<file path="src/hdl/aarm_pkg.sv">
// ----------------------------------------------------------------------------
// aarm_pkg: shared types and constants
// Holds the CORDIC arctangent table, fixed widths and the rounding helper.
// ----------------------------------------------------------------------------
package aarm_pkg;

    localparam int ATAN_ENTRIES = 24;
    localparam int ZW           = 34;     // angle accumulator, 2^-32 turn units
    localparam int CW           = 18;     // cosine / sine in Q2.14 with headroom
    localparam int PW           = 32;     // axis pair product
    localparam int MW           = 51;     // pair product times (1 - cos)
    localparam int SW           = 34;     // axis times sine
    localparam int TW           = 54;     // entry sum in Q.42
    localparam longint GAIN_Q30 = 64'd652032874;
    localparam int ONE_Q14      = 16384;

    typedef struct packed {
        logic en;
        logic vld;
    } t_pipe_ctl;

    // atan(2^-i) in units of 2^-32 turn
    localparam logic [31:0] ATAN_TURNS [ATAN_ENTRIES] = '{
        32'h20000000, 32'h12E4051E, 32'h09FB385B, 32'h051111D4, 32'h028B0D43,
        32'h0145D7E1, 32'h00A2F61E, 32'h00517C55, 32'h0028BE53, 32'h00145F2F,
        32'h000A2F98, 32'h000517CC, 32'h00028BE6, 32'h000145F3, 32'h0000A2FA,
        32'h0000517D, 32'h000028BE, 32'h0000145F, 32'h00000A30, 32'h00000518,
        32'h0000028C, 32'h00000146, 32'h000000A3, 32'h00000051
    };

    // Q.42 sum to saturated Q2.14, half rounds up
    function automatic logic signed [15:0] finish(input logic signed [TW-1:0] t);
        logic signed [TW-1:0] rs;
        logic signed [25:0]   r;
        rs = t + TW'(64'd1 << 27);
        r  = 26'(rs >>> 28);
        if (r > 26'sd32767) begin
            return 16'sh7FFF;
        end else if (r < -26'sd32768) begin
            return 16'sh8000;
        end
        return r[15:0];
    endfunction

endpackage

</file>
<file path="src/hdl/aarm_cordic.sv">
// ----------------------------------------------------------------------------
// aarm_cordic: unrolled rotation-mode CORDIC
// One register stage per iteration; a sideband word rides along with each item.
// ----------------------------------------------------------------------------
module aarm_cordic #(
    parameter int NS   = 16,
    parameter int FRAC = 14,
    parameter int XW   = 18,
    parameter int SBW  = 8
) (
    input  logic                        i_clk,
    input  logic                        i_rst_n,
    input  aarm_pkg::t_pipe_ctl         i_ctl,
    input  logic signed [aarm_pkg::ZW-1:0] i_z,
    input  logic [SBW-1:0]              i_sb,
    output logic                        o_vld,
    output logic signed [XW-1:0]        o_x,
    output logic signed [XW-1:0]        o_y,
    output logic [SBW-1:0]              o_sb
);

    localparam int     RSH  = (FRAC < 30) ? (29 - FRAC) : 0;
    localparam longint X0_L = (aarm_pkg::GAIN_Q30 + ((FRAC < 30) ? (64'd1 << RSH) : 64'd0))
                              >> (30 - FRAC);
    localparam logic signed [XW-1:0] X0 = XW'(X0_L);

    logic                           r_vld [1:NS];
    logic signed [XW-1:0]           r_x   [1:NS];
    logic signed [XW-1:0]           r_y   [1:NS];
    logic signed [aarm_pkg::ZW-1:0] r_z   [1:NS];
    logic [SBW-1:0]                 r_sb  [1:NS];

    for (genvar i = 0; i < NS; i++) begin : g_stage
        logic                           cv;
        logic signed [XW-1:0]           cx, cy, dx, dy;
        logic signed [aarm_pkg::ZW-1:0] cz, at;
        logic [SBW-1:0]                 csb;

        if (i == 0) begin : g_first
            assign cv  = i_ctl.vld;
            assign cx  = X0;
            assign cy  = '0;
            assign cz  = i_z;
            assign csb = i_sb;
        end else begin : g_next
            assign cv  = r_vld[i];
            assign cx  = r_x[i];
            assign cy  = r_y[i];
            assign cz  = r_z[i];
            assign csb = r_sb[i];
        end

        assign dx = cy >>> i;
        assign dy = cx >>> i;
        assign at = $signed({2'b00, aarm_pkg::ATAN_TURNS[i]});

        always_ff @(posedge i_clk) begin
            if (!i_rst_n) begin
                r_vld[i+1] <= 1'b0;
            end else if (i_ctl.en) begin
                r_vld[i+1] <= cv;
            end
        end

        always_ff @(posedge i_clk) begin
            if (i_ctl.en) begin
                // rotate toward zero residual angle
                if (!cz[aarm_pkg::ZW-1]) begin
                    r_x[i+1] <= cx - dx;
                    r_y[i+1] <= cy + dy;
                    r_z[i+1] <= cz - at;
                end else begin
                    r_x[i+1] <= cx + dx;
                    r_y[i+1] <= cy - dy;
                    r_z[i+1] <= cz + at;
                end
                r_sb[i+1] <= csb;
            end
        end
    end

    assign o_vld = r_vld[NS];
    assign o_x   = r_x[NS];
    assign o_y   = r_y[NS];
    assign o_sb  = r_sb[NS];

endmodule

</file>
<file path="config.mk">
export PLATFORM = sky130hd
export DESIGN_NAME = aarm_cordic
export DESIGN_NICKNAME = d
export VERILOG_FILES = /design/src/hdl/aarm_pkg.sv /design/src/hdl/aarm_cordic.sv
export SDC_FILE = /design/constraint.sdc
export NUM_CORES = 2
export LEC_CHECK = 0
export BUFFER_PORTS_ARGS = -buffer_cell sky130_fd_sc_hd__clkbuf_2
export CAP_MARGIN = 40
export CORE_UTILIZATION = 32
export CTS_CLUSTER_SIZE = 28
export DETAILED_ROUTE_END_ITERATION = 7
export PLACE_DENSITY = 0.54
export SYNTH_ARGS = -nofsm -noshare
export SYNTH_HDL_FRONTEND = slang
export SYNTH_SLANG_ARGS = --single-unit
</file>
<file path="constraint.sdc">
create_clock -name i_clk -period 4.7 [get_ports i_clk]
set_clock_uncertainty 0.05 [all_clocks]
set_input_delay 0.705 -clock i_clk [delete_from_list [all_inputs] [get_ports i_clk]]
set_output_delay 0.705 -clock i_clk [all_outputs]
set_load 0.01 [all_outputs]
</file>
==> impl_metrics.env <==
export IMPL_status="complete, no violations"
export IMPL_r2r_end="r_x[0][161]$_DFFE_PP_"
export IMPL_worst_path_max_delay_cell="edfxtp_1"
export IMPL_synth_area_top_cells="edfxtp_1 (42%), ha_1 (15%), xnor2_1 (7.7%)"
export IMPL_core_mm2=0.259
export IMPL_htreeDepth=4
export IMPL_finalHoldViolCount=0
export IMPL_clkLatencyLatePin_ns=0.80
export IMPL_num_vias=59197
export IMPL_first_pass_iters=7
export IMPL_max_cap_violations=0
export IMPL_grt_total_usage=0.136
export IMPL_hp_class="input port to flop"
export IMPL_ys_seq_area_frac=0.416
export IMPL_fmax_mhz=241
export IMPL_viasPerCell=5.04
export IMPL_drc=0
export IMPL_diodes=0
export IMPL_syn_inst=8000
export IMPL_crit_required_ns=5.20
export IMPL_initial_core_util=0.322
export IMPL_grt_pass1_vias=59251
export IMPL_avgRoutedWirePerCell_um=15.7
export IMPL_slew_viol_final=0
export IMPL_finalCritPeriodShare=0.883
export IMPL_cts_made_buffers=146
export IMPL_fillCellCount=25439
export IMPL_routed_wirelength_um=184000
export IMPL_grt_pass1_wl_um=299000
export IMPL_setup_violations=0
export IMPL_io_buffer_count=90
export IMPL_io_pin_count=91
export IMPL_yosysTopAreaCell="edfxtp_1"
export IMPL_yosysMostFrequentCell="edfxtp_1"
export IMPL_startpoint_type="flop"
export IMPL_grt_antenna_before_repair=0
export IMPL_worstMarginPinSlew_ns=0.866
export IMPL_cp_max_fo=5
export IMPL_cts_tree="done"
export IMPL_cts_root_buffer="clkbuf_16"
export IMPL_synth_ff_type="edfxtp_1"
export IMPL_slew_headroom=0.423
export IMPL_synth_edf_count=1156
export IMPL_area_growth_syn_to_layout_pct=12.2
export IMPL_clk_pin_slew_ns=0.06
export IMPL_yosys_warnings=0
export IMPL_fin_nets=9338
export IMPL_rsz0062_at_grt="false"
export IMPL_yosys_cell_types_count=106
export IMPL_rows=187
export IMPL_postRouteAntennaNets=0
export IMPL_synth_async_reset_ratio=0
export IMPL_r2r_slack_ns=0.55
export IMPL_syn_avg_cell_area_um2=10.4
export IMPL_final_setup_tns_ns=0
export IMPL_cp_slowest_stage_delay_ns=0.52
export IMPL_drt_iter0_drc=2965
export IMPL_hpwl_um=145000
export IMPL_finalCriticalPeriod_ns=4.15
export IMPL_clock_path_buffers=4
export IMPL_timing_critical_path_from="r_y[0][133]$_DFFE_PP_"
export IMPL_rr_startpoint="r_y[0][133]$_DFFE_PP_"
export IMPL_crit_path_end="r_x[0][161]$_DFFE_PP_"
export IMPL_post_cts_buffers=0
export IMPL_hold_slack_ns=0.152
export IMPL_die_h_um=513
export IMPL_grt_max_degree=72
export IMPL_synth_top_area_frac=0.416
export IMPL_worstSetupPathType="flop to flop"
export IMPL_crit_path_end_kind="flop"
export IMPL_cts_num_sinks=1156
export IMPL_yosys_top_cells_count="edfxtp_1 (1156), ha_1 (992), a21oi_1 (737), xnor2_1 (731), nor2_1 (551)"
export IMPL_critPathArrivalTime_ns=4.65
export IMPL_die_w_um=513
export IMPL_yosys_register_bits=1156
export IMPL_drive_above_1_share=0.0589
export IMPL_syn_cell_area_mm2=0.0835
export IMPL_crit_chain="inv_1 -> ha_1 -> nand3b_1 -> or2_2 -> o21ai_0 -> xnor2_1 -> ha_1 -> and2_1 -> a221o_1 -> a21o_1 -> a31oi_1 -> o21ai_1 -> nor3_1 -> o21bai_1 -> a21oi_1 -> xnor2_1"
export IMPL_gp_congestion=0.885
export IMPL_grt_overflow=0
export IMPL_reg2reg_depth=16
export IMPL_dieArea_mm2=0.263
metrics by stage:
stage | utilization | cells | area, µm² | worst slack (ns)
after global placement | 0.341 | 11469 | 88600 | 0.0451
after global routing | 0.361 | 11753 | 93700 | 0.245
after detailed placement | 0.342 | 11473 | 88700 | 0.113
after floorplan | - | 8003 | 83500 | 0.0554
after CTS | 0.361 | 11753 | 93700 | 0.531
final | 0.361 | 11753 | 93700 | 0.551
state kept, by name (all words and copies together), names as in the netlist:
name / count
r_vld: 16
r_sb: 128
r_z: 476
r_x: 267
r_y: 269
repair_timing:
action	CTS	global route
hold buffers	37	0
endpoints found under the hold margin	37	0
gates resized for setup	0	0
per-layer routing:
layer,part of all wire,global-route usage,up-vias
li1,-,-,30424
met1,0.43,0.155,27602
met2,0.51,0.258,843
met3,0.029,0.0175,328
met4,0.032,0.0459,0
met5,0,0,-
logic make-up after synthesis:
family,Yosys count,share of synthesized area
AO/OA/AOI/OAI,2300,0.177
XOR/XNOR,1008,0.106
adder cells (fa/ha/maj),1036,0.159
buffers and inverters,478,0.0215
flip-flops,1156,0.416
multiplexers,38,0.00465
other,2,0.0000900
AND/OR/NAND/NOR,1982,0.115
worst min-delay path by stage:
stage                                 from                endpoint  slack, ns  cells after the start
floorplan            r_sb[0][92]$_DFFE_PP_  r_sb[0][100]$_DFFE_PP_       0.35                      0
global placement     r_sb[0][99]$_DFFE_PP_  r_sb[0][107]$_DFFE_PP_       0.35                      0
detailed placement  r_sb[0][106]$_DFFE_PP_  r_sb[0][114]$_DFFE_PP_       0.35                      0
CTS                                i_z[29]    r_z[0][63]$_DFFE_PP_       0.08                      2
global route                       i_z[29]    r_z[0][63]$_DFFE_PP_       0.11                      2
finish                             i_z[29]    r_z[0][63]$_DFFE_PP_       0.15                      2
layout make-up:
class,count,area (µm²),share of cell area
Clock buffer,175,3870,0.0413
Clock inverter,68,738,0.00788
Inverter,346,1300,0.0139
Multi-Input combinational cell,6369,47000,0.501
Sequential cell,1156,34700,0.371
Tap cell,3402,4260,0.0454
Timing Repair Buffer,237,1830,0.0195
placed cells by master (no fill, tap or decap), types with 23 or more instances in the layout:
cell	instances
edfxtp_1	1156
ha_1	992
a21oi_1	737
xnor2_1	731
nor2_1	551
nand2_1	458
o21ai_0	376
a21o_1	368
inv_1	346
xor2_1	277
nor3_1	183
nand3_1	156
clkbuf_16	151
nor2b_1	132
nand2b_1	115
o21a_1	110
o21bai_1	105
a31oi_1	100
buf_4	98
and3_1	93
clkbuf_2	89
a211oi_1	71
or3_1	70
o31ai_1	56
nand4_1	52
fa_1	44
and2_1	43
o211ai_1	38
dlygate4sd3_1	37
o21ai_1	35
mux2i_1	32
a211o_1	25
clkbuf_1	24
clkinv_1	23
critical path, delay by kind of cell (launching register included):
| family | cells | cell delay, ns |
|---|---|---|
| flops | 1 | 0.52 |
| fa+ha+maj | 2 | 0.49 |
| compound gates | 7 | 1.59 |
| xor+xnor | 2 | 0.25 |
| buf+inv | 1 | 0.11 |
| simple gates | 4 | 0.93 |
Power is left out: the tool's default activity adds up to more than one toggle a clock period on the data nets, which glitch-free logic cannot reach.
